===== src/hdl/pea_pkg.sv =====
`timescale 1ns / 1ps

package pea_pkg;

  // Table size; a power of two, so the symbol index folds by a mask.
  localparam int NUM_SYMBOLS = 1024;
  localparam int IDX_W       = $clog2(NUM_SYMBOLS);

  // Batch epoch tag kept with every entry; tag zero marks an unused entry.
  localparam int EPOCH_W = 8;
  localparam logic [EPOCH_W-1:0] EPOCH_FIRST = EPOCH_W'(1);
  localparam logic [EPOCH_W-1:0] EPOCH_LAST  = {EPOCH_W{1'b1}};
  localparam logic [EPOCH_W-1:0] EPOCH_NONE  = '0;

  // Quotient bits resolved one per cycle below the saturation test.
  localparam int DIV_STEPS = 47;
  localparam int DIV_CNT_W = $clog2(DIV_STEPS + 1);

  localparam logic signed [47:0] Q48_MAX = 48'sh7FFF_FFFF_FFFF;
  localparam logic signed [47:0] Q48_MIN = 48'sh8000_0000_0000;
  localparam logic signed [63:0] S64_MAX = 64'sh7FFF_FFFF_FFFF_FFFF;
  localparam logic signed [63:0] S64_MIN = 64'sh8000_0000_0000_0000;
  localparam logic [62:0]        U63_MAX = {63{1'b1}};
  localparam logic [31:0]        U32_MAX = 32'hFFFF_FFFF;

  typedef struct packed {
    logic               new_batch;
    logic [9:0]         symbol_id;
    logic signed [23:0] quantity;
    logic [31:0]        price;
  } pos_t;

  typedef struct packed {
    logic signed [47:0] symbol_quantity;
    logic signed [63:0] symbol_notional;
    logic [31:0]        symbol_count;
    logic signed [47:0] symbol_mean_price;
    logic [62:0]        long_exposure;
    logic [62:0]        short_exposure;
    logic signed [63:0] net_notional;
    logic [31:0]        position_total;
  } res_t;

  typedef struct packed {
    logic [EPOCH_W-1:0] tag;
    logic signed [47:0] quantity;
    logic signed [63:0] notional;
    logic [31:0]        count;
    logic signed [47:0] mean_px;
  } entry_t;

  typedef struct packed {
    logic load;
    logic mul;
    logic wipe;
    logic read;
    logic upd;
    logic div_start;
    logic finish;
  } cmd_t;

  typedef struct packed {
    logic wrap;
    logic wipe_last;
    logic div_done;
    logic out_free;
  } sts_t;

  function automatic logic [IDX_W-1:0] sym_index(input logic [9:0] id);
    logic [31:0] wide;
    wide = 32'(id) % NUM_SYMBOLS;
    return IDX_W'(wide);
  endfunction

endpackage


===== src/hdl/pea_ctrl.sv =====
`timescale 1ns / 1ps

module pea_ctrl (
  input  logic          clk,
  input  logic          rst,
  input  logic          pos_valid,
  output logic          pos_ready,
  input  pea_pkg::sts_t sts,
  output pea_pkg::cmd_t cmd
);

  typedef enum logic [8:0] {
    S_INIT = 9'b000000001,
    S_IDLE = 9'b000000010,
    S_MUL  = 9'b000000100,
    S_WIPE = 9'b000001000,
    S_READ = 9'b000010000,
    S_UPD  = 9'b000100000,
    S_DIVS = 9'b001000000,
    S_DIV  = 9'b010000000,
    S_DONE = 9'b100000000
  } state_t;

  state_t state;
  state_t state_next;

  assign pos_ready = state == S_IDLE;

  always_comb begin
    cmd           = '0;
    cmd.load      = pos_ready && pos_valid;
    cmd.mul       = state == S_MUL;
    cmd.wipe      = (state == S_INIT) || (state == S_WIPE);
    cmd.read      = state == S_READ;
    cmd.upd       = state == S_UPD;
    cmd.div_start = state == S_DIVS;
    cmd.finish    = (state == S_DONE) && sts.out_free;
  end

  always_comb begin
    state_next = state;
    case (state)
      S_INIT: begin
        if (sts.wipe_last) state_next = S_IDLE;
      end
      S_IDLE: begin
        if (pos_valid) state_next = S_MUL;
      end
      S_MUL: begin
        state_next = sts.wrap ? S_WIPE : S_READ;
      end
      S_WIPE: begin
        if (sts.wipe_last) state_next = S_READ;
      end
      S_READ: begin
        state_next = S_UPD;
      end
      S_UPD: begin
        state_next = S_DIVS;
      end
      S_DIVS: begin
        state_next = S_DIV;
      end
      S_DIV: begin
        if (sts.div_done) state_next = S_DONE;
      end
      S_DONE: begin
        if (sts.out_free) state_next = S_IDLE;
      end
      default: begin
        state_next = S_INIT;
      end
    endcase
  end

  always_ff @(posedge clk) begin
    if (rst) begin
      state <= S_INIT;
    end else begin
      state <= state_next;
    end
  end

endmodule

===== config.mk =====
export PLATFORM = sky130hd
export DESIGN_NAME = pea_ctrl
export DESIGN_NICKNAME = d
export VERILOG_FILES = /design/src/hdl/pea_pkg.sv /design/src/hdl/pea_ctrl.sv
export SDC_FILE = /design/constraint.sdc
export NUM_CORES = 1
export LEC_CHECK = 0
export ABC_AREA = 1
export BUFFER_PORTS_ARGS = -buffer_cell sky130_fd_sc_hd__buf_2
export CAP_MARGIN = 20
export CORE_MARGIN = 4
export CORE_UTILIZATION = 42
export CTS_BUF_LIST = sky130_fd_sc_hd__clkbuf_8
export DETAILED_ROUTE_END_ITERATION = 10
export PLACE_DENSITY_LB_ADDON = 0.05
export SETUP_SLACK_MARGIN = 0.1
export SLEW_MARGIN = 20
export SYNTH_ARGS = -nofsm -noshare
export SYNTH_HDL_FRONTEND = slang
export SYNTH_SLANG_ARGS = --single-unit

===== constraint.sdc =====
create_clock -name clk -period 1.31 [get_ports clk]
set_clock_uncertainty 0.05 [all_clocks]
set_input_delay 0.0655 -clock clk [delete_from_list [all_inputs] [get_ports clk]]
set_output_delay 0.0655 -clock clk [all_outputs]
set_load 0.005 [all_outputs]

==> results of run 1 <==
## path summary, 6_finish.rpt
| check | start | endpoint | slack [ns] | depth (start not counted) |
|---|---|---|---|---|
| max | state[4] | cmd[4] | -0.07 | 6 |
| min | sts[3] | state[3] | 0.05 | 3 |
| max reg2reg | state[4] | state[8] | -0.07 | 9 |
| min reg2reg | state[8] | state[8] | 0.60 | 3 |
## final cells by class
cell class	count	area, sq um
clock buffers	3	41.3
inverters	23	93.8
repair buffers	27	194
multi-input cells	70	503
flip-flops and latches	9	194
fillers	126	457
clock inverters	1	3.75
well taps	16	20.0
## cell families after synthesis
kind of cell | Yosys count | share of synthesized area
flops | 9 | 0.270
buf+inv | 23 | 0.129
compound gates | 7 | 0.0694
simple gates | 63 | 0.531
## per-stage QoR
step | setup WS (ns) | total power (uW) | cell area, sq um | hold slack [ns] | setup TNS (ns)
after floorplan | 0.101 | 979 | 667 | 0.0824 | 0
after global placement | -0.0283 | 1160 | 779 | 0.216 | -0.169
after detailed placement | -0.0127 | 1150 | 779 | 0.215 | -0.0291
after CTS | -0.0778 | 1600 | 966 | 0.0422 | -0.456
after global routing | -0.157 | 1930 | 1050 | 0.0566 | -1.65
final | -0.0749 | 1800 | 1050 | 0.0528 | -0.678
## cells in the mapped netlist (all sizes together)
library cell / number / area [sq um]
o22ai: 1 / 6.26
nor3: 7 / 40.0
nand4: 5 / 31.3
nand2: 16 / 75.1
nor4: 1 / 6.26
nand3b: 1 / 7.51
dfxtp: 9 / 180
a21oi: 5 / 32.5
nor2: 19 / 109
o21bai: 1 / 7.51
inv: 23 / 86.3
nand3: 14 / 85.1
## per-layer routing
layer | wire, um | part of all wire | vias up | track usage
li1 | - | - | 392 | -
met1 | 861 | 0.44 | 346 | 0.260
met2 | 935 | 0.48 | 24 | 0.285
met3 | 121 | 0.062 | 5 | 0.0226
met4 | 43 | 0.022 | 0 | 0.113
met5 | 0 | 0 | - | 0
## repair_timing
action | in CTS | in global routing
pin swaps | 10 | 10
endpoints found under the hold margin | 2 | 0
resized for setup | 21 | 22
setup buffers | 8 | 1
gates cloned | 0 | 0
hold buffers | 1 | 0
endpoints found under the setup margin | 16 | 17
## power by group through the flow
| stage | clock network, uW | registers [uW] | logic [uW] |
|---|---|---|---|
| after detailed placement | 0 | 394 | 760 |
| final | 305 | 423 | 1070 |
| after CTS | 316 | 401 | 888 |
| after floorplan | 0 | 383 | 595 |
| after global placement | 0 | 393 | 768 |
| after global routing | 338 | 428 | 1160 |
## worst max-delay path, cell delays in order, from the launching register on
cell and delay [ns]:
dfxtp_2 0.33, nor2_4 0.15, nand2_4 0.08, nor2_4 0.15, inv_4 0.08, a21oi_2 0.12
buf_2 0.13
==> flow_summary.yaml, run 1 <==
synthesis:
  synth_area_sq_um: 667
  synth.net_count: 109
  ys_warn_count: 0
  netlist_instances: 102
  ys_types: 20
  seq_area_frac_synth: 0.270
  avgSynthCellArea_sq_um: 6.54
  synth_seq_cells: 9
finish:
  fin_cells: 149
  final_common_cell: "inv_1"
  largest_reg_flops: 9
  nNetsFinal: 141
  layout-drive-gt1-share: 0.549
  utilization: 0.697
  final_cell_mix: "18 x inv_1, 12 x buf_2, 11 x nand3_1, 11 x nand2_1, 10 x nor2_4"
  reg_top3: "state x9"
  top_register: "state"
  diodes: 0
  syn_to_final_growth_pct: 57.4
timing:
  final-setup-viol-count: 13
  finalWorstSetupSlack_ns: -0.0749
  fin_crit_sh: 1.06
  fmax_ghz: 0.722
  grt_setup_unrepaired: "yes"
  slew_violations: 0
  period_minus_slack_ns: 1.38
  hold_violations: 0
  tightest_slew_ns: 0.251
  timing.slew.headroom: 0.832
route:
  remaining_drc_errors: 0
  antenna_left: 0
  drtIter0Drc: 17
  num_vias: 767
  routedWlPerCell_um: 13.2
  vias_per_cell: 5.15
  dr.pass1.iters: 4
  routed_wl_mm: 1.96
global_routing:
  grt_pass1_vias: 683
  antenna_found_initial: 0
  grt_start_max_net_pins: 8
  grt-ovfl-total: 0
  grtUsageTotal: 0.191
  grt_first_pass_wirelength_mm: 2.98
clock_network:
  cts.sinks: 9
  h-tree-depth: 1
  cts_root_buffer: "clkbuf_8"
  cts_buffers: 3
  path_clk_slew_ns: 0.04
  clock_latency_ns: 0.23
  cts_buffer_depth: 2
  cts_tree: "done"
power_and_ir_drop:
  pwr-share-comb: 0.596
  power_switching_share: 0.459
  p_per_area_nw_per_um2: 1720
  p_clk_frac: 0.170
  seqPwrFrac: 0.235
  ir_drop_v: 0.00107
  internal-power_uw: 974
  switchingPower_uw: 827
  p_leak_uw: 0.000514
flow_run:
  drv_cap: 0
critical_path:
  crit_required_ns: 1.19
  criticalPathCategory: "flip-flop to primary output"
  cp_max_fo: 6
  critPathArrivalTime_ns: 1.27
  critPathLaunchType: "flip-flop"
  end_kind: "primary output"
floorplanning:
  rows: 14
  die_area_sq_um: 2290
  io-pin-count: 15
  dieWidth_um: 47.8
  core-area_sq_um: 1510
  start_util: 0.443
  die_h_um: 47.8
place:
  place_hpwl_mm: 1.28
  dp_cells: 135
  gp_congestion: 0.885
  place.port_buffers: 14
worst_hold_path:
  hp-class: "input pin to flip-flop"
status:
  violations: "setup timing"
  status: "complete, but fails checks"
Power figures use the tool's default switching activity.
==> run 2, diff against run 1 <==
SETUP_SLACK_MARGIN = 0.2   (was 0.1)
==> flow_summary.yaml, run 2 (synthesized netlist as in run 1, its figures left out) <==
flow_run:
  drv_cap: 0
clock_network:
  cts_tree: "done"
  path_clk_slew_ns: 0.05
  cts_buffers: 3
  clock_latency_ns: 0.23
  h-tree-depth: 1
  cts_buffer_depth: 2
  cts_root_buffer: "clkbuf_8"
  cts.sinks: 9
global_routing:
  antenna_found_initial: 0
  grt_start_max_net_pins: 8
  grt-ovfl-total: 0
  grt_pass1_vias: 712
  grt_first_pass_wirelength_mm: 3.11
  grtUsageTotal: 0.192
critical_path:
  slowest_delay_ns: 0.36
  reg2reg_depth: 8
  cp_slowest_cell: "dfxtp_4"
  cp_max_fo: 6
  reg2reg_to: "state[2]"
  path_cells: "nor2_4 > nand2_4 > nor2_4 > inv_4 > a21oi_2 > buf_2"
  crit_required_ns: 1.19
  path_depth: 6
  end_kind: "primary output"
  critPathLaunchType: "flip-flop"
  startpoint: "state[7]"
  crit_buf_inv: 2
  critPathArrivalTime_ns: 1.29
  cpMostUsedCell: "nor2_4"
  r2r_start: "state[7]"
  reg2reg_slack_ns: -0.07
  criticalPathCategory: "flip-flop to primary output"
  endpoint: "cmd[4]"
  cpLargestDelayFamily: "flip-flops"
power_and_ir_drop:
  p_clk_frac: 0.163
  seqPwrFrac: 0.233
  ir_drop_v: 0.000997
  power_switching_share: 0.466
  p_leak_uw: 0.000526
  p_per_area_nw_per_um2: 1720
  internal-power_uw: 1020
  switchingPower_uw: 888
  power.total_uw: 1910
  pwr-share-comb: 0.604
finish:
  fin_area_sq_um: 1110
  layout-drive-gt1-share: 0.691
  reg_top3: "state x9"
  syn_to_final_growth_pct: 66.4
  largest_reg_flops: 9
  nNetsFinal: 144
  diodes: 0
  final_cell_mix: "14 x buf_4, 13 x buf_2, 12 x inv_1, 10 x inv_2, 9 x nor2_4"
  top_register: "state"
  utilization: 0.737
  final_common_cell: "buf_4"
floorplanning:
  start_util: 0.443
  die_area_sq_um: 2290
  io-pin-count: 15
  rows: 14
  die_h_um: 47.8
  dieWidth_um: 47.8
  core-area_sq_um: 1510
route:
  routed_wl_mm: 2.08
  drtIter0Drc: 12
  num_vias: 799
  remaining_drc_errors: 0
  routedWlPerCell_um: 13.7
  dr.pass1.iters: 4
  antenna_left: 0
  vias_per_cell: 5.26
worst_hold_path:
  hp-class: "input pin to flip-flop"
timing:
  grt_setup_unrepaired: "yes"
  tightest_slew_ns: 0.277
  fmax_ghz: 0.713
  timing.slew.headroom: 0.815
  final-setup-viol-count: 15
  slew_violations: 0
  hold_violations: 0
  period_minus_slack_ns: 1.40
  fin_crit_sh: 1.07
  finalWorstSetupSlack_ns: -0.0923
place:
  place_hpwl_mm: 1.35
  gp_congestion: 0.899
  place_area_sq_um: 815
  place.port_buffers: 14
status:
  violations: "setup timing"
  status: "complete, but fails checks"
==> run 2: cell count changes in the layout (fill, tap and decap cells not counted), moves of 5 or more <==
cell / delta
buf_4: +5
inv_2: +7
inv_1: -6
nand3_2: +7
nand3_1: -7
==> run 2: per-stage QoR <==
step                hold slack [ns]  TNS [ns]  setup slack [ns]  instances
CTS                          0.0460    -0.497           -0.0697        150
finish                       0.0456    -0.635           -0.0923        152
floorplan                    0.0750         0             0.128        102
global placement              0.203  -0.00640          -0.00640        137
detailed placement            0.206  -0.00725          -0.00514        137
global route                 0.0703     -1.53            -0.127        152
==> run 2: layout make-up <==
class | instances | area (sq um)
multi-input cells | 70 | 554
fillers | 110 | 397
repair buffers | 30 | 203
inverters | 23 | 91.3
flip-flops and latches | 9 | 196
well taps | 16 | 20.0
clock inverters | 1 | 3.75
clock buffers | 3 | 41.3
==> run 2: what timing repair did <==
item                       CTS  global route
pin swaps                   12            17
resized for setup           21            30
buffers inserted             8             2
hold buffers                 1             0
hold endpoints to repair     2             0
setup endpoints to repair   17            17
==> run 2: worst register-to-register path: cells and delay by family (launching register included) <==
family        cells  cell delay [ns]
flops             1             0.36
simple gates      7             0.83
buf+inv           1             0.04
==> run 2: how the worst min path moves through the flow <==
stage | endpoint | start | cells after the start
after floorplan | state[4] | rst | 1
after global placement | state[4] | rst | 2
after detailed placement | state[4] | rst | 2
after CTS | state[3] | sts[3] | 3
final | state[3] | sts[3] | 3
after global routing | state[3] | sts[3] | 3
==> run 2: power by group through the flow <==
stage	Clock [uW]	Sequential (uW)	Combinational [uW]
floorplan	0	405	617
global placement	0	419	818
detailed placement	0	420	815
CTS	314	429	908
global route	331	451	1260
finish	312	444	1150
==> run 2: metal layers <==
layer  global-route usage  wire (um)  vias to the layer above
met5                    0          0                        -
met4                0.102         30                        0
met3               0.0263        129                        5
met2                0.290       1010                       33
met1                0.262        906                      363
li1                     -          -                      398
==> run 3, diff against run 2 <==
ABC_AREA = unset   (was 1)
==> flow_summary.yaml, run 3 <==
synthesis:
  netlist_instances: 71
  yosysTopAreaCell: "dfxtp_1"
  yosysTopAreaCellShare: 0.287
  seq_area_frac_synth: 0.287
  ys_types: 35
  synth_ff_type: "dfxtp_1"
  synth_most_common_cell: "dfxtp_1"
  synth_area_sq_um: 628
  synth_seq_cells: 9
  synth_common_cells: "9 x dfxtp_1, 7 x nor2_1, 4 x and3_1, 4 x inv_1, 4 x nor3_1"
  synth.net_count: 78
  ys_warn_count: 0
  avgSynthCellArea_sq_um: 8.85
  synth-async-reset-ratio: 0
  synth-edff-count: 0
  synth.area.top_cells: "dfxtp_1 29%, nor4b_4 7.6%, nor4_4 6.8%, nor2_1 4.2%, xor2_1 4.2%"
place:
  gp_congestion: 0.838
  place.port_buffers: 14
  place_hpwl_mm: 1.37
  dp_cells: 118
clock_network:
  cts_root_buffer: "clkbuf_8"
  h-tree-depth: 1
  cts_tree: "done"
  clock_latency_ns: 0.24
  cts_buffer_depth: 2
  cts.hold.buffers_added: 0
  cts_buffers: 3
  cts.sinks: 9
  path_clk_slew_ns: 0.05
finish:
  layout-drive-gt1-share: 0.736
  reg_top3: "state x9"
  diodes: 0
  final_common_cell: "buf_4"
  nFillCells: 48
  fin_cells: 140
  largest_reg_flops: 9
  multi_input_area_sq_um: 522
  utilization: 0.925
  top_register: "state"
  seqCellArea_sq_um: 191
  syn_to_final_growth_pct: 98.8
  nNetsFinal: 133
  final_cell_mix: "29 x buf_4, 16 x buf_6, 10 x buf_2, 6 x dfxtp_2"
global_routing:
  grt_start_max_net_pins: 7
  grtUsageTotal: 0.236
  grt-ovfl-total: 0
  grt_pass1_vias: 799
  antenna_found_initial: 0
  grt_first_pass_wirelength_mm: 3.57
timing:
  fmax_ghz: 0.592
  timing.slew.headroom: 0.788
  period_minus_slack_ns: 1.69
  slew_violations: 0
  finalWorstSetupSlack_ns: -0.380
  grt_setup_unrepaired: "yes"
  final-setup-viol-count: 17
  tightest_slew_ns: 0.317
  hold_violations: 0
  setup_tns_ns: -5.09
  fin_crit_sh: 1.29
route:
  drtIter0Drc: 33
  dr.pass1.iters: 4
  remaining_drc_errors: 0
  antenna_left: 0
  vias_per_cell: 6.21
  routedWlPerCell_um: 22.8
  routed_wl_mm: 3.20
  num_vias: 870
flow_run:
  drv_cap: 0
status:
  status: "complete, but fails checks"
  violations: "setup timing"
floorplanning:
  start_util: 0.465
  die_h_um: 46.7
  dieWidth_um: 46.7
  core-area_sq_um: 1350
  rows: 13
  io-pin-count: 15
  die_area_sq_um: 2180
critical_path:
  critPathArrivalTime_ns: 1.57
  criticalPathCategory: "flip-flop to primary output"
  crit_required_ns: 1.19
  cp_max_fo: 3
  end_kind: "primary output"
  critPathLaunchType: "flip-flop"
power_and_ir_drop:
  p_clk_frac: 0.256
  internal-power_uw: 833
  switchingPower_uw: 441
  pwr-share-comb: 0.500
  power_switching_share: 0.346
  ir_drop_v: 0.000856
  p_per_area_nw_per_um2: 1020
  p_leak_uw: 0.000538
  seqPwrFrac: 0.243
worst_hold_path:
  hp-class: "input pin to flip-flop"
-- run 3: changes by cell type in the layout (fill, tap and decap cells not counted), moves of 7 or more --
cell and change:
buf_4 +15, buf_6 +14, inv_2 -10, inv_1 -8, nor2_4 -8, nand2_1 -7, nand3_2 -7
-- run 3: per-layer routing --
layer,global-route usage,vias to the layer above,part of all wire
met2,0.385,56,0.49
met3,0.102,13,0.067
met4,0.0829,0,0.038
li1,-,373,-
met5,0,-,0
met1,0.275,428,0.41
-- run 3: final cells by class --
class	instances	share of cell area
multi-input combinational	52	0.418
timing repair buffer	55	0.359
sequential	9	0.153
clock buffer	3	0.0331
inverter	5	0.0190
tap	15	0.0150
clock inverter	1	0.00301
-- run 3: cells by family after synthesis --
logic type / Yosys count / share of synthesized area
muxes: 1 / 0.0159
AOI/OAI and AO/OA: 13 / 0.143
DFF: 9 / 0.287
buffers and inverters: 10 / 0.0777
and+or+nand+nor: 35 / 0.434
xor gates and xnor gates: 3 / 0.0418
-- run 3: path summary, 6_finish.rpt --
kind,startpoint,endpoint,slack [ns],depth (start not counted)
worst max-delay path,state[5],cmd[6],-0.38,7
worst min-delay path,rst,state[3],0.07,2
worst max register to register,state[5],state[5],-0.35,6
worst min register to register,state[0],state[0],0.66,3
-- run 3: power groups by stage --
stage          clock (uW)  sequential, uW  combinational [uW]
2_1_floorplan           0             326                 164
3_3_place_gp            0             316                 340
3_5_place_dp            0             316                 337
4_1_cts               321             310                 459
5_1_grt               346             311                 658
6_report              326             310                 638
-- run 3: timing repair --
item / CTS / global route
setup endpoints to repair: 17 / 17
setup buffers: 9 / 9
resized for setup: 17 / 33
pin swaps: 8 / 12
-- run 3: through the flow --
stage	power [uW]	hold slack, ns	setup slack (ns)	area [sq um]
after global routing	1320	0.0542	-0.475	1250
after CTS	1090	0.00162	-0.304	1040
after global placement	656	0.251	-0.234	862
after detailed placement	653	0.250	-0.216	862
final	1270	0.0675	-0.380	1250
after floorplan	489	0.0846	-0.217	637
-- run 3: worst max-delay path, cell delays in order (launching register included) --
cell and delay (ns):
dfxtp_2 0.34, nor4_4 0.29, buf_4 0.19, buf_6 0.10
nand4_4 0.10, inv_4 0.09, and2_4 0.14, buf_6 0.09
